### config.mk
export PLATFORM = sky130hd
export DESIGN_NAME = temp_compensated_tuning
export DESIGN_NICKNAME = d
export VERILOG_FILES = /design/src/rtl/core/tct_pkg.sv /design/src/rtl/core/tct_queue.sv /design/src/rtl/core/tct_front.sv /design/src/rtl/core/tct_back.sv /design/src/rtl/core/temp_compensated_tuning.sv
export SDC_FILE = /design/constraint.sdc
export NUM_CORES = 2
export LEC_CHECK = 0
export ABC_CLOCK_PERIOD_IN_PS = 8950
export BUFFER_PORTS_ARGS = -buffer_cell sky130_fd_sc_hd__buf_2
export CORE_ASPECT_RATIO = 0.5
export CORE_MARGIN = 5
export CORE_UTILIZATION = 40
export CTS_CLUSTER_DIAMETER = 50
export DETAILED_ROUTE_END_ITERATION = 7
export PLACE_DENSITY = 0.62
export SYNTH_ARGS = -nofsm -noshare
export SYNTH_HDL_FRONTEND = slang
export SYNTH_HIERARCHICAL = 1
export SYNTH_SLANG_ARGS = --single-unit
### constraint.sdc
create_clock -name clk -period 8.95 [get_ports clk]
set_clock_uncertainty 0.2 [all_clocks]
set_input_delay 0.4475 -clock clk [delete_from_list [all_inputs] [get_ports clk]]
set_output_delay 0.4475 -clock clk [all_outputs]
set_load 0.005 [all_outputs]
### src/rtl/core/tct_pkg.sv
// Package for the temperature-compensated tuning block.
// Item types, register codes, drift table and constant reciprocals.
// No dependencies.
package tct_pkg;

  // Tuning command item
  typedef struct packed {
    logic        [26:0] requested_freq;
    logic signed [15:0] osc_temp;
  } in_item_t;

  // Result item
  typedef struct packed {
    logic        [26:0] applied_freq;
    logic signed [15:0] error_hz;
    logic        [27:0] osc_command;
    logic        [2:0]  band_index;
    logic        [3:0]  filter_lines;
  } out_item_t;

  // Item handed from the front part to the back part
  typedef struct packed {
    logic [26:0] freq;      // clamped frequency, Hz
    logic [9:0]  temp_ofs;  // clamped temperature + 20.0 C, tenths (0..899)
  } mid_item_t;

  // Configuration register indexes
  typedef enum logic [1:0] {
    CFG_MAX_FREQ = 2'd0,
    CFG_MIN_FREQ = 2'd1,
    CFG_INIT_ERR = 2'd2
  } cfg_idx_t;

  localparam logic [26:0]        MAX_FREQ_RST = 27'd54000000;
  localparam logic [26:0]        MIN_FREQ_RST = 27'd100000;
  localparam logic signed [15:0] INIT_ERR_RST = 16'sd21866;

  localparam logic signed [15:0] TEMP_LOW  = -16'sd200;
  localparam logic signed [15:0] TEMP_HIGH = 16'sd699;
  localparam logic [5:0]         TEMP_STEP = 6'd50;

  // floor(t/50) for t < 900: (t * 1311) >> 16
  localparam logic [10:0] STEP_RECIP = 11'd1311;
  // floor(f/10000) = floor((f>>4) * 13743896 >> 33) for f < 2^27
  localparam logic [23:0] FQ_RECIP   = 24'd13743896;
  // floor(a/100) = floor((a>>2) * 83887 >> 21) for a < 2^18
  localparam logic [16:0] INTP_RECIP = 17'd83887;
  // floor(a/100000) = floor((a>>5) * 43980466 >> 37) for a < 2^30
  localparam logic [25:0] ERR_RECIP  = 26'd43980466;

  localparam logic [27:0] CMD_MAX = 28'd268435455;

  localparam int unsigned NUM_BANDS_UPPER = 7;
  localparam logic [26:0] BAND_UPPER [NUM_BANDS_UPPER] = '{
    27'd2690000, 27'd4800000, 27'd7650000, 27'd11000000,
    27'd16100000, 27'd22800000, 27'd31600000
  };

  // Oscillator drift in ppb, one point every 5.0 C from -20 C
  function automatic logic signed [13:0] drift_ppb(input logic [4:0] idx);
    logic signed [13:0] d;
    case (idx)
      5'd0:    d = -14'sd2917;
      5'd1:    d = -14'sd4354;
      5'd2:    d = -14'sd5187;
      5'd3:    d = -14'sd5485;
      5'd4:    d = -14'sd5319;
      5'd5:    d = -14'sd4758;
      5'd6:    d = -14'sd3871;
      5'd7:    d = -14'sd2729;
      5'd8:    d = -14'sd1400;
      5'd9:    d = 14'sd0;
      5'd10:   d = 14'sd1538;
      5'd11:   d = 14'sd3008;
      5'd12:   d = 14'sd4386;
      5'd13:   d = 14'sd5602;
      5'd14:   d = 14'sd6587;
      5'd15:   d = 14'sd7271;
      5'd16:   d = 14'sd7584;
      5'd17:   d = 14'sd7458;
      5'd18:   d = 14'sd6821;
      default: d = 14'sd0;
    endcase
    return d;
  endfunction

  // Filter select lines per band: bit0 S0, bit1 S1, bit2 CS0, bit3 CS1
  function automatic logic [3:0] band_lines(input logic [2:0] band);
    logic [3:0] l;
    case (band)
      3'd0:    l = 4'd11;
      3'd1:    l = 4'd7;
      3'd2:    l = 4'd10;
      3'd3:    l = 4'd6;
      3'd4:    l = 4'd9;
      3'd5:    l = 4'd5;
      3'd6:    l = 4'd8;
      3'd7:    l = 4'd4;
      default: l = 4'd11;
    endcase
    return l;
  endfunction

endpackage

### src/rtl/core/tct_queue.sv
// Small first-in first-out queue of packed items.
// Used between front and back part and as the result queue. Depends on nothing.
module tct_queue #(
  parameter type T     = logic,
  parameter int  DEPTH = 4
) (
  input  logic clk,
  input  logic rst_n,
  input  logic push,
  input  T     din,
  output logic full,
  input  logic pop,
  output T     dout,
  output logic empty
);

  localparam int PTR_W = (DEPTH > 1) ? $clog2(DEPTH) : 1;
  localparam int CNT_W = $clog2(DEPTH + 1);
  localparam logic [PTR_W-1:0] LAST = PTR_W'(DEPTH - 1);

  T                 entry_r [DEPTH];
  logic [PTR_W-1:0] wr_ptr_r, wr_ptr_nxt;
  logic [PTR_W-1:0] rd_ptr_r, rd_ptr_nxt;
  logic [CNT_W-1:0] cnt_r, cnt_nxt;
  logic             do_push, do_pop;

  assign full    = (cnt_r == CNT_W'(DEPTH));
  assign empty   = (cnt_r == '0);
  assign do_push = push && !full;
  assign do_pop  = pop && !empty;
  assign dout    = entry_r[rd_ptr_r];

  // pointer and count update
  always_comb begin
    wr_ptr_nxt = wr_ptr_r;
    rd_ptr_nxt = rd_ptr_r;
    cnt_nxt    = cnt_r;
    if (do_push) begin
      wr_ptr_nxt = (wr_ptr_r == LAST) ? '0 : wr_ptr_r + 1'b1;
    end
    if (do_pop) begin
      rd_ptr_nxt = (rd_ptr_r == LAST) ? '0 : rd_ptr_r + 1'b1;
    end
    if (do_push && !do_pop) begin
      cnt_nxt = cnt_r + 1'b1;
    end else if (do_pop && !do_push) begin
      cnt_nxt = cnt_r - 1'b1;
    end
  end

  always_ff @(posedge clk) begin
    if (!rst_n) begin
      wr_ptr_r <= '0;
      rd_ptr_r <= '0;
      cnt_r    <= '0;
    end else begin
      wr_ptr_r <= wr_ptr_nxt;
      rd_ptr_r <= rd_ptr_nxt;
      cnt_r    <= cnt_nxt;
    end
  end

  // storage
  always_ff @(posedge clk) begin
    if (do_push) begin
      entry_r[wr_ptr_r] <= din;
    end
  end

endmodule

### src/rtl/core/tct_front.sv
// Front part: configuration registers, frequency and temperature clamping.
// Depends on tct_pkg.
module tct_front (
  input  logic                 clk,
  input  logic                 rst_n,
  // configuration
  input  logic                 cfg_we,
  input  logic [1:0]           cfg_index,
  input  logic [26:0]          cfg_data,
  // command items
  input  tct_pkg::in_item_t    cmd,
  // clamped items toward the queue
  output tct_pkg::mid_item_t   mid,
  // initial error for the back part
  output logic signed [15:0]   init_err
);
  import tct_pkg::*;

  logic [26:0]        max_freq_r;
  logic [26:0]        min_freq_r;
  logic signed [15:0] init_err_r;
  logic signed [15:0] temp_cl;
  logic signed [15:0] temp_sum;

  // register writes
  always_ff @(posedge clk) begin
    if (!rst_n) begin
      max_freq_r <= MAX_FREQ_RST;
      min_freq_r <= MIN_FREQ_RST;
      init_err_r <= INIT_ERR_RST;
    end else if (cfg_we) begin
      case (cfg_idx_t'(cfg_index))
        CFG_MAX_FREQ: max_freq_r <= cfg_data;
        CFG_MIN_FREQ: min_freq_r <= cfg_data;
        CFG_INIT_ERR: init_err_r <= $signed(cfg_data[15:0]);
        default: ;
      endcase
    end
  end

  assign init_err = init_err_r;

  // clamp frequency (upper limit wins) and temperature
  always_comb begin
    if (cmd.requested_freq > max_freq_r) begin
      mid.freq = max_freq_r;
    end else if (cmd.requested_freq < min_freq_r) begin
      mid.freq = min_freq_r;
    end else begin
      mid.freq = cmd.requested_freq;
    end

    if ($signed(cmd.osc_temp) < TEMP_LOW) begin
      temp_cl = TEMP_LOW;
    end else if ($signed(cmd.osc_temp) > TEMP_HIGH) begin
      temp_cl = TEMP_HIGH;
    end else begin
      temp_cl = $signed(cmd.osc_temp);
    end
    temp_sum     = temp_cl - TEMP_LOW;
    mid.temp_ofs = temp_sum[9:0];
  end

endmodule

### src/rtl/core/tct_back.sv
// Back part: interpolation, ppb to Hz scaling, command and band, ten stages.
// Issues from the middle queue on credit from the result queue. Depends on tct_pkg.
module tct_back #(
  parameter int OUT_DEPTH = 16
) (
  input  logic                clk,
  input  logic                rst_n,
  input  tct_pkg::mid_item_t  mid,
  input  logic                mid_empty,
  output logic                mid_pop,
  input  logic signed [15:0]  init_err,
  input  logic                release_credit,
  output logic                res_valid,
  output tct_pkg::out_item_t  res
);
  import tct_pkg::*;

  localparam int NST   = 10;
  localparam int OCC_W = $clog2(OUT_DEPTH + 1);

  logic [NST-1:0]   vld_r;
  logic [OCC_W-1:0] occ_r, occ_nxt;

  // items in flight or waiting in the result queue
  assign mid_pop = !mid_empty && (occ_r < OCC_W'(OUT_DEPTH));

  always_comb begin
    occ_nxt = occ_r;
    if (mid_pop && !release_credit) begin
      occ_nxt = occ_r + 1'b1;
    end else if (release_credit && !mid_pop) begin
      occ_nxt = occ_r - 1'b1;
    end
  end

  always_ff @(posedge clk) begin
    if (!rst_n) begin
      occ_r <= '0;
      vld_r <= '0;
    end else begin
      occ_r <= occ_nxt;
      vld_r <= {vld_r[NST-2:0], mid_pop};
    end
  end

  // frequency and band travel alongside
  logic [26:0] freq_r [NST];
  logic [2:0]  band_r [NST];

  // stage payloads
  logic [9:0]         s1_t_r, s2_t_r;
  logic [4:0]         s2_idx_r;
  logic [13:0]        s2_fq_r, s3_fq_r, s4_fq_r, s5_fq_r, s6_fq_r, s7_fq_r;
  logic signed [13:0] s3_slope_r;
  logic [5:0]         s3_off_r;
  logic signed [13:0] s3_base_r, s4_base_r, s5_base_r, s6_base_r;
  logic signed [20:0] s4_prod_r;
  logic               s5_neg_r, s6_neg_r;
  logic [17:0]        s5_mag_r;
  logic [11:0]        s6_qm_r;
  logic signed [17:0] s7_ppb_r;
  logic signed [32:0] s8_total_r;
  logic               s9_neg_r, s10_neg_r;
  logic [29:0]        s9_mag_r;
  logic [13:0]        s10_q_r;

  // stage 1 comb: step index, frequency in 10 kHz units, band
  logic [20:0] idx_prod;
  logic [46:0] fq_prod;
  logic [2:0]  band_cnt;
  always_comb begin
    idx_prod = 21'(s1_t_r) * 21'(STEP_RECIP);
    fq_prod  = 47'(freq_r[0][26:4]) * 47'(FQ_RECIP);
    band_cnt = '0;
    for (int i = 0; i < NUM_BANDS_UPPER; i++) begin
      band_cnt = band_cnt + 3'(freq_r[0] > BAND_UPPER[i]);
    end
  end

  // stage 2 comb: table lookup, slope, offset in step
  logic signed [13:0] base_v, next_v, diff_v;
  logic [9:0]         off_full;
  always_comb begin
    base_v   = drift_ppb(s2_idx_r);
    next_v   = drift_ppb(s2_idx_r + 5'd1);
    diff_v   = next_v - base_v;
    off_full = s2_t_r - 10'(s2_idx_r * 10'(TEMP_STEP));
  end

  // stage 3 comb: slope times offset
  logic signed [20:0] slope_x, off_x, prod_v;
  always_comb begin
    slope_x = 21'(s3_slope_r);
    off_x   = $signed({15'b0, s3_off_r});
    prod_v  = slope_x * off_x;
  end

  // stage 4 comb: magnitude for truncating division
  logic signed [20:0] prod_abs;
  assign prod_abs = s4_prod_r[20] ? -s4_prod_r : s4_prod_r;

  // stage 5 comb: divide by 100
  logic [32:0] qm_prod;
  assign qm_prod = 33'(s5_mag_r[17:2]) * 33'(INTP_RECIP);

  // stage 6 comb: restore sign, add table point and initial error
  logic signed [12:0] interp_v;
  logic signed [17:0] ppb_v;
  always_comb begin
    interp_v = s6_neg_r ? -$signed({1'b0, s6_qm_r}) : $signed({1'b0, s6_qm_r});
    ppb_v    = 18'(interp_v) + 18'(s6_base_r) + 18'(init_err);
  end

  // stage 7 comb: ppb times frequency
  logic signed [32:0] total_v, fq_x;
  always_comb begin
    fq_x    = $signed({19'b0, s7_fq_r});
    total_v = 33'(s7_ppb_r) * fq_x;
  end

  // stage 8 comb: magnitude
  logic signed [32:0] total_abs;
  assign total_abs = s8_total_r[32] ? -s8_total_r : s8_total_r;

  // stage 9 comb: divide by 100000
  logic [50:0] q_prod;
  assign q_prod = 51'(s9_mag_r[29:5]) * 51'(ERR_RECIP);

  // stage 10 comb: correction, saturated command, filter lines
  logic signed [15:0] err_v;
  logic signed [28:0] sum_v;
  always_comb begin
    err_v = s10_neg_r ? -$signed({2'b0, s10_q_r}) : $signed({2'b0, s10_q_r});
    sum_v = $signed({2'b0, freq_r[NST-1]}) + 29'(err_v);
    res.applied_freq = freq_r[NST-1];
    res.error_hz     = err_v;
    if (sum_v[28]) begin
      res.osc_command = '0;
    end else if (sum_v[27]) begin
      res.osc_command = CMD_MAX;
    end else begin
      res.osc_command = {sum_v[26:0], 1'b0};
    end
    res.band_index   = band_r[NST-1];
    res.filter_lines = band_lines(band_r[NST-1]);
  end

  assign res_valid = vld_r[NST-1];

  // pipeline registers, no stall
  always_ff @(posedge clk) begin
    freq_r[0] <= mid.freq;
    s1_t_r    <= mid.temp_ofs;
    band_r[0] <= '0;
    for (int k = 1; k < NST; k++) begin
      freq_r[k] <= freq_r[k-1];
      band_r[k] <= (k == 1) ? band_cnt : band_r[k-1];
    end

    s2_t_r   <= s1_t_r;
    s2_idx_r <= idx_prod[20:16];
    s2_fq_r  <= fq_prod[46:33];

    s3_fq_r    <= s2_fq_r;
    s3_slope_r <= {diff_v[12:0], 1'b0};
    s3_off_r   <= off_full[5:0];
    s3_base_r  <= base_v;

    s4_fq_r   <= s3_fq_r;
    s4_base_r <= s3_base_r;
    s4_prod_r <= prod_v;

    s5_fq_r   <= s4_fq_r;
    s5_base_r <= s4_base_r;
    s5_neg_r  <= s4_prod_r[20];
    s5_mag_r  <= prod_abs[17:0];

    s6_fq_r   <= s5_fq_r;
    s6_base_r <= s5_base_r;
    s6_neg_r  <= s5_neg_r;
    s6_qm_r   <= qm_prod[32:21];

    s7_fq_r  <= s6_fq_r;
    s7_ppb_r <= ppb_v;

    s8_total_r <= total_v;

    s9_neg_r <= s8_total_r[32];
    s9_mag_r <= total_abs[29:0];

    s10_neg_r <= s9_neg_r;
    s10_q_r   <= q_prod[50:37];
  end

endmodule

### src/rtl/core/temp_compensated_tuning.sv
// Top level of the temperature-compensated tuning block.
// Depends on tct_pkg, tct_front, tct_queue and tct_back.
//
//  channel   ports                         handshake
//  command   push, full, in_data           taken when push && !full
//  result    empty, pop, out_data          taken when pop && !empty
//  config    cfg_we, cfg_index, cfg_data   written when cfg_we
//
// One command is taken per cycle while full is low; after the edge that takes it, its
// result passes through the ten back-end stages, then the result queue write.
// Throughput is one item per cycle while the result side pops; the back end
// issues only while the result queue has room for everything in flight.
// Reset is synchronous, active low, and restores the configuration defaults.
// A stalled result side fills the result queue, then the middle queue, then full rises.
module temp_compensated_tuning #(
  parameter int MID_DEPTH = 4,
  parameter int OUT_DEPTH = 16
) (
  input  logic               clk,
  input  logic               rst_n,
  input  logic               push,
  output logic               full,
  input  tct_pkg::in_item_t  in_data,
  output logic               empty,
  input  logic               pop,
  output tct_pkg::out_item_t out_data,
  input  logic               cfg_we,
  input  logic [1:0]         cfg_index,
  input  logic [26:0]        cfg_data
);
  import tct_pkg::*;

  mid_item_t          mid_in, mid_out;
  logic               mid_empty, mid_pop;
  logic signed [15:0] init_err;
  logic               res_valid;
  out_item_t          res;
  logic               out_full;
  logic               release_credit;

  tct_front u_front (
    .clk       (clk),
    .rst_n     (rst_n),
    .cfg_we    (cfg_we),
    .cfg_index (cfg_index),
    .cfg_data  (cfg_data),
    .cmd       (in_data),
    .mid       (mid_in),
    .init_err  (init_err)
  );

  tct_queue #(.T(mid_item_t), .DEPTH(MID_DEPTH)) u_mid_q (
    .clk   (clk),
    .rst_n (rst_n),
    .push  (push),
    .din   (mid_in),
    .full  (full),
    .pop   (mid_pop),
    .dout  (mid_out),
    .empty (mid_empty)
  );

  tct_back #(.OUT_DEPTH(OUT_DEPTH)) u_back (
    .clk            (clk),
    .rst_n          (rst_n),
    .mid            (mid_out),
    .mid_empty      (mid_empty),
    .mid_pop        (mid_pop),
    .init_err       (init_err),
    .release_credit (release_credit),
    .res_valid      (res_valid),
    .res            (res)
  );

  // credits guarantee room, so the result queue never sees a push while full
  tct_queue #(.T(out_item_t), .DEPTH(OUT_DEPTH)) u_out_q (
    .clk   (clk),
    .rst_n (rst_n),
    .push  (res_valid && !out_full),
    .din   (res),
    .full  (out_full),
    .pop   (pop),
    .dout  (out_data),
    .empty (empty)
  );

  assign release_credit = pop && !empty;

endmodule

-- Yosys cells after proc, flatten, opt, wreduce, memory -nomap -nowiden
Memory sizes are Yosys's and may differ from the RTL's. A register that Yosys moved wholly into a read port is not among the register bits.
Index checks and enable logic that the tools add are counted.
- equal/unequal tests: 8
- reductions and logical operators: 30
- magnitude comparators: 12
- $add $sub $neg: 27
- multiplexer cells: 28
- multipliers: 7
- operator list (operator ; count):
    28-bit two-way mux ; 2
    27-bit by 23-bit > comparator with 1-bit output (second input constant) ; 2
    27-bit by 24-bit > comparator with 1-bit output (second input constant) ; 2
    27-bit by 25-bit > comparator with 1-bit output (second input constant) ; 2
    27-bit two-way mux ; 2
    25-bit by 25-bit multiplier with 50-bit output (second input constant) ; 1
    23-bit by 21-bit multiplier with 44-bit output (second input constant) ; 1
    16-bit by 17-bit multiplier with 33-bit output (second input constant) ; 1
    18-bit by 15-bit multiplier with 33-bit output ; 1
    30-bit two-way mux ; 1
    30-bit negator ; 1
    28-bit by 16-bit adder with 29-bit output ; 1
    27-bit by 22-bit > comparator with 1-bit output (second input constant) ; 1
    27-bit > comparator ; 1
    27-bit less-than comparator ; 1
    10-bit by 11-bit multiplier with 21-bit output (second input constant) ; 1
    13-bit by 7-bit multiplier with 20-bit output ; 1
    10-bit two-way mux ; 2
    5-bit two-way mux ; 4
    18-bit two-way mux ; 1
    18-bit negator ; 1
    15-bit by 16-bit adder with 17-bit output ; 1
    16-bit by 11-bit > comparator with 1-bit output (second input constant) ; 1
    16-bit by 9-bit less-than comparator with 1-bit output (second input constant) ; 1
    34 further kinds ; 79
- RAM bits: 1696
- logic and storage cells: 156
- memory bits (read-only): 928
- flip-flop bits (word level): 433
- memories kept: 7
- memory list (name ; depth ; bits a word ; read ports ; clocked after memory_dff ; wr ports ; RTL line ; source):
    u_out_q.entry_r ; 16 ; 78 ; 1 ; 1 ; 1 ; tct_queue.sv:21 ; T entry_r [DEPTH];
    (no name shown) ; 32 ; 14 ; 1 ; 1 ; 0 ; tct_pkg.sv:62 ; case (idx)
    (no name shown) ; 32 ; 14 ; 1 ; 0 ; 0 ; tct_pkg.sv:62 ;
    u_back.freq_r ; 10 ; 27 ; 10 ; 0 ; 10 ; tct_back.sv:47 ; logic [26:0] freq_r [NST];
    u_mid_q.entry_r ; 4 ; 37 ; 1 ; 1 ; 1 ; tct_queue.sv:21 ;
    (no name shown) ; 8 ; 4 ; 1 ; 0 ; 0 ; tct_pkg.sv:90 ; case (band)
    +1 memories ; -- ; -- ; -- ; -- ; -- ; -- ;

-- Depth between registers and ports, before layout
- depth after elaboration: 8
- depth in mapped cells: 25

-- Hierarchy
Netlist, hierarchy kept.
- by module, submodules not included (module ; times used ; cells each ; area each (µm²) ; seq. area each (µm²)):
    tct_back ; 1 ; 5486 ; 57283.7 ; 12872.3
    tct_queue at u_out_q ; 1 ; 2016 ; 47455.5 ; 37816.3
    tct_queue at u_mid_q ; 1 ; 244 ; 5875.6 ; 4624.4
    tct_front ; 1 ; 645 ; 4813.4 ; 1401.3
    temp_compensated_tuning ; 1 ; 2 ; 27.5 ; 0.0

-- Least setup slack after synthesis
Ideal clock, no wire load.
- kind: register -> register
- start: register u_out_q.cnt_r[0]
- end: memory u_out_q/entry_r[1][0] in the netlist's numbering (enable)
- cell stages (with the launch flop): 7
- library setup time: 0.733 ns
- clock period less this slack: 9.899 ns
- arrival: 8.965 ns
- data required time: 8.017 ns
- slack: -0.949 ns
- buffers on the path: 1
- cells stage by stage: dfxtp_1 or4_4 buf_6 nor2_1 nor2b_4 o21ai_4 nor4b_1
- word-level cells in the longest chain between the ends: 6
- RTL lines (what ; RTL line ; source):
    start, declared ; tct_queue.sv:24 ; logic [CNT_W-1:0] cnt_r, cnt_nxt;
    start signal, assigned ; tct_queue.sv:59 ; cnt_r <= cnt_nxt;
    5-bit == test * ; tct_queue.sv:27 ; assign full = (cnt_r == CNT_W'(DEPTH));
    net out_full ; temp_compensated_tuning.sv:38 ; logic out_full;
    1-bit zero test * ; tct_queue.sv:29, temp_compensated_tuning.sv:79 ;
    1-bit logical AND ; temp_compensated_tuning.sv:79 ; .push (res_valid && !out_full),
    1-bit logical AND * ; tct_queue.sv:29 ; assign do_push = push && !full;
    1-bit two-way mux * ; tct_queue.sv:65 ; if (do_push) begin
    1-bit two-way mux (implied by the code) * ; tct_queue.sv:66 ; entry_r[wr_ptr_r] <= din;
    end, declared ; tct_queue.sv:21 ;
Mark *: on every way through the listed nets, which the timed path passes. The rest lies on a longest branch.

==> results.md <==
- Unrepaired setup endpoints after global routing: no
- Total of cells resized after clock tree synthesis: 0
- Count of input and output buffers: roughly 160
- Post-Route Utilization: 44.63%
- Hold_ws: roughly 0.053 ns
- Portion of the post-synthesis area used by sequential elements: between 40% and 50%
- Number of top-level pins: 157
- Share of the cycle needed by the critical path after routing: a little over four fifths
- Fmax: 131.9 MHz
- Setup CP Type: reg2reg
- Synthesis-to-finish area growth: 10.99%
- Cell taking the most area after synthesis: sky130_fd_sc_hd__edfxtp_1
- Number of flops mapped to enable cells by yosys: roughly 1,400
- Delay of the slowest critical-path stage: between 0.5 and 0.6 ns
- Number of warnings printed during yosys synthesis: 6
- Most used flip-flop cell after synthesis: sky130_fd_sc_hd__edfxtp_1
- Crit start category: flip-flop
- Max-cap violations: 0
- First-pass GRT wire length: roughly 420,000 µm
- H-tree levels: 4
- Critical Path Sink Type: flip-flop
- Inserted Clock Buffers: between 200 and 250
- Antenna-violating nets left: 0
- Avg Cell Area, Syn: between 10 and 15 µm²
- Number of storage elements in the synthesis netlist: 2,135
- Sequential cell area: between 0.05 and 0.06 mm²
- Count of TritonRoute iterations in the first routing pass: 6
- Placed wire-length estimate: approximately 180,000 µm
- CTS max path bufs: 4
- Detailed Route WL: 270,600 µm
- Effective utilization at floorplan: between 40% and 50%
- Drt first-iter violations: 4,933
- Wire per inst: 21.28 µm
- Category of cells accounting for the largest share of critical-path delay: adder cells
- Hold crit path type: reg2reg
- Die width: approximately 770 µm
- Area of the core: 0.2871 mm²
- Mean number of vias per cell: 5.083
- Arrival time at the worst endpoint: about 8.1 ns
- Count of endpoints failing hold in the final timing report: 0
- Buffering stage count on the worst path with inverters included: 5
- Setup-violating endpoint count in the final report: 0
- CTS tree: done
- Antenna violations before repair: 24
- Die area: between 0.3 and 0.4 mm²
- Syn Std Cell Area: roughly 0.12 mm²
- Clock Root Buffer: sky130_fd_sc_hd__clkbuf_16
- Clock sink count: 2,135
- CTS clk-pin slew, worst paths: 0.07 ns
- Slew at the pin closest to its max-slew limit: 1.300 ns
- Run status: complete, no violations
- Number of remaining DRC errors: 0
- Count leader, synth: sky130_fd_sc_hd__edfxtp_1
- GRT Residual Overflow: 0
- Max-Slew Margin vs Limit: about an eighth
- Slowest CP cell: sky130_fd_sc_hd__fa_1
- Launching instance or port of the critical path: u_back/freq_r[0][17]
- Net count of the mapped netlist: 10,357
- Global router's overall resource usage: a little under a fifth
- Peak fanout along the critical path: 7
- WP data required: 9.42 ns
- Post-synthesis cell type count: just under 100
- Number of global-route vias before repair: 67,784
- Number of fillers in the final layout: roughly 26,000
- Clock network latency to the later pin of the worst-skew pair: ~0.85 ns
- Largest cells by area after synthesis: sky130_fd_sc_hd__edfxtp_1 (36%), sky130_fd_sc_hd__fa_1 (15%), sky130_fd_sc_hd__dfxtp_1 (13%)
- Portion of synthesized cell area occupied by the leading cell type: roughly 36%
- Async set-reset flop share out of synthesis: 0%
- Worst Hold Launch: u_back/s4_fq_r[8]
- Vias after detailed routing: roughly 65,000
- Total Negative Setup Slacks: 0 ns
- Dominant cell type by count on the critical path: sky130_fd_sc_hd__fa_1
- Final count of pins violating max slew: 0
- Launching point of the worst reg2reg path: u_back/freq_r[0][17]
- Leading cell types by count after synthesis: sky130_fd_sc_hd__edfxtp_1 (1,396), sky130_fd_sc_hd__inv_1 (1,389), sky130_fd_sc_hd__ha_1 (1,015)
- Standard-cell row count: 139
- Multi-input logic area: ~0.053 mm²
- Largest net degree at the start of global routing: approximately 150
- Crit path cell chain: inv_1, ha_1, inv_1, fa_1, fa_1, inv_1, fa_1, fa_1, fa_1, inv_1, fa_1, inv_1, ha_1, o21a_1, o21a_1, o21ai_0, a21oi_1, o311ai_0, a21oi_1, o41a_1, a21o_1, xor2_1
- Height of the die: just under 400 µm
- Final weighted congestion in routability-driven placement: 0.8862
- Post-Syn Instances: approximately 8,400
- Share of layout cells above drive strength 1: around 11%
- Layout net count: approximately 11,000
- Clock period minus final worst setup slack: approximately 7.6 ns
## stage by stage
step | area, µm² | worst slack [ns] | instances
finish | 128100 | 1.370 | 12715
global route | 128100 | 1.024 | 12704
CTS | 128100 | 1.438 | 12700
detailed placement | 120800 | 1.504 | 12272
global placement | 120800 | 1.561 | 12272
floorplan | 115500 | -0.9486 | 8393
## layer usage
layer | vias to the layer above | GRT usage, % | wire length [µm]
met3 | 369 | 2.499 | 14030
li1 | 29706 | - | -
met2 | 1676 | 30.30 | 130500
met5 | - | 0 | 43
met1 | 32868 | 24.91 | 119400
met4 | 6 | 4.295 | 6549
## timing repair
action,4_1_cts,5_1_grt
endpoints found under the hold margin,238,0
buffers inserted,0,0
hold buffers,66,0
## final timing paths
kind         depth (start not counted)                 to  slack, ns
max                                 22  u_back/s2_fq_r[6]       1.37
min                                  0  u_back/s5_fq_r[8]       0.05
max reg2reg                         22  u_back/s2_fq_r[6]       1.37
min reg2reg                          0  u_back/s5_fq_r[8]       0.05
## cells in the final DEF (no fill, tap or decap), drive strengths merged, types with 71 or more instances in the layout
| master | count |
|---|---|
| a21o | 90 |
| a21oi | 211 |
| a22oi | 161 |
| and2 | 202 |
| buf | 235 |
| clkbuf | 260 |
| dfxtp | 739 |
| edfxtp | 1396 |
| fa | 872 |
| ha | 1015 |
| inv | 1404 |
| mux4 | 349 |
| nand2 | 500 |
| nand3 | 98 |
| nor2 | 123 |
| o21ai | 171 |
| xnor2 | 165 |
| xor2 | 71 |
## kinds of logic after synthesis
family | share of synthesized area (%)
muxes | 6.926
AOI/OAI and AO/OA | 5.580
DFF | 49.12
adders and majority gates | 26.13
and+or+nand+nor | 5.048
xor gates and xnor gates | 1.790
buffers and inverters | 5.406
## cell type report
| cell class | instances | share of cell area [%] |
|---|---|---|
| Timing Repair Buffer | 301 | 1.599 |
| Clock inverter | 102 | 0.8700 |
| Tap cell | 3877 | 3.786 |
| Multi-Input combinational cell | 4635 | 41.07 |
| Inverter | 1390 | 4.074 |
| Sequential cell | 2135 | 44.27 |
| Clock buffer | 260 | 4.307 |
| Antenna cell | 15 | 0.02929 |
## state kept, by name (all words and copies together) (netlist names), 25 cells and up, named ones only
| signal | flops |
|---|---|
| u_front/max_freq_r | 27 |
| u_back/band_r | 27 |
| u_back/s9_mag_r | 25 |
| u_mid_q/entry_r | 148 |
| u_out_q/entry_r | 1248 |
| u_front/min_freq_r | 27 |
| u_back/freq_r | 270 |
| u_back/s8_total_r | 31 |
Power is not shown: default switching activity piles up to over one toggle a cycle in this logic, so the estimate is an artifact.
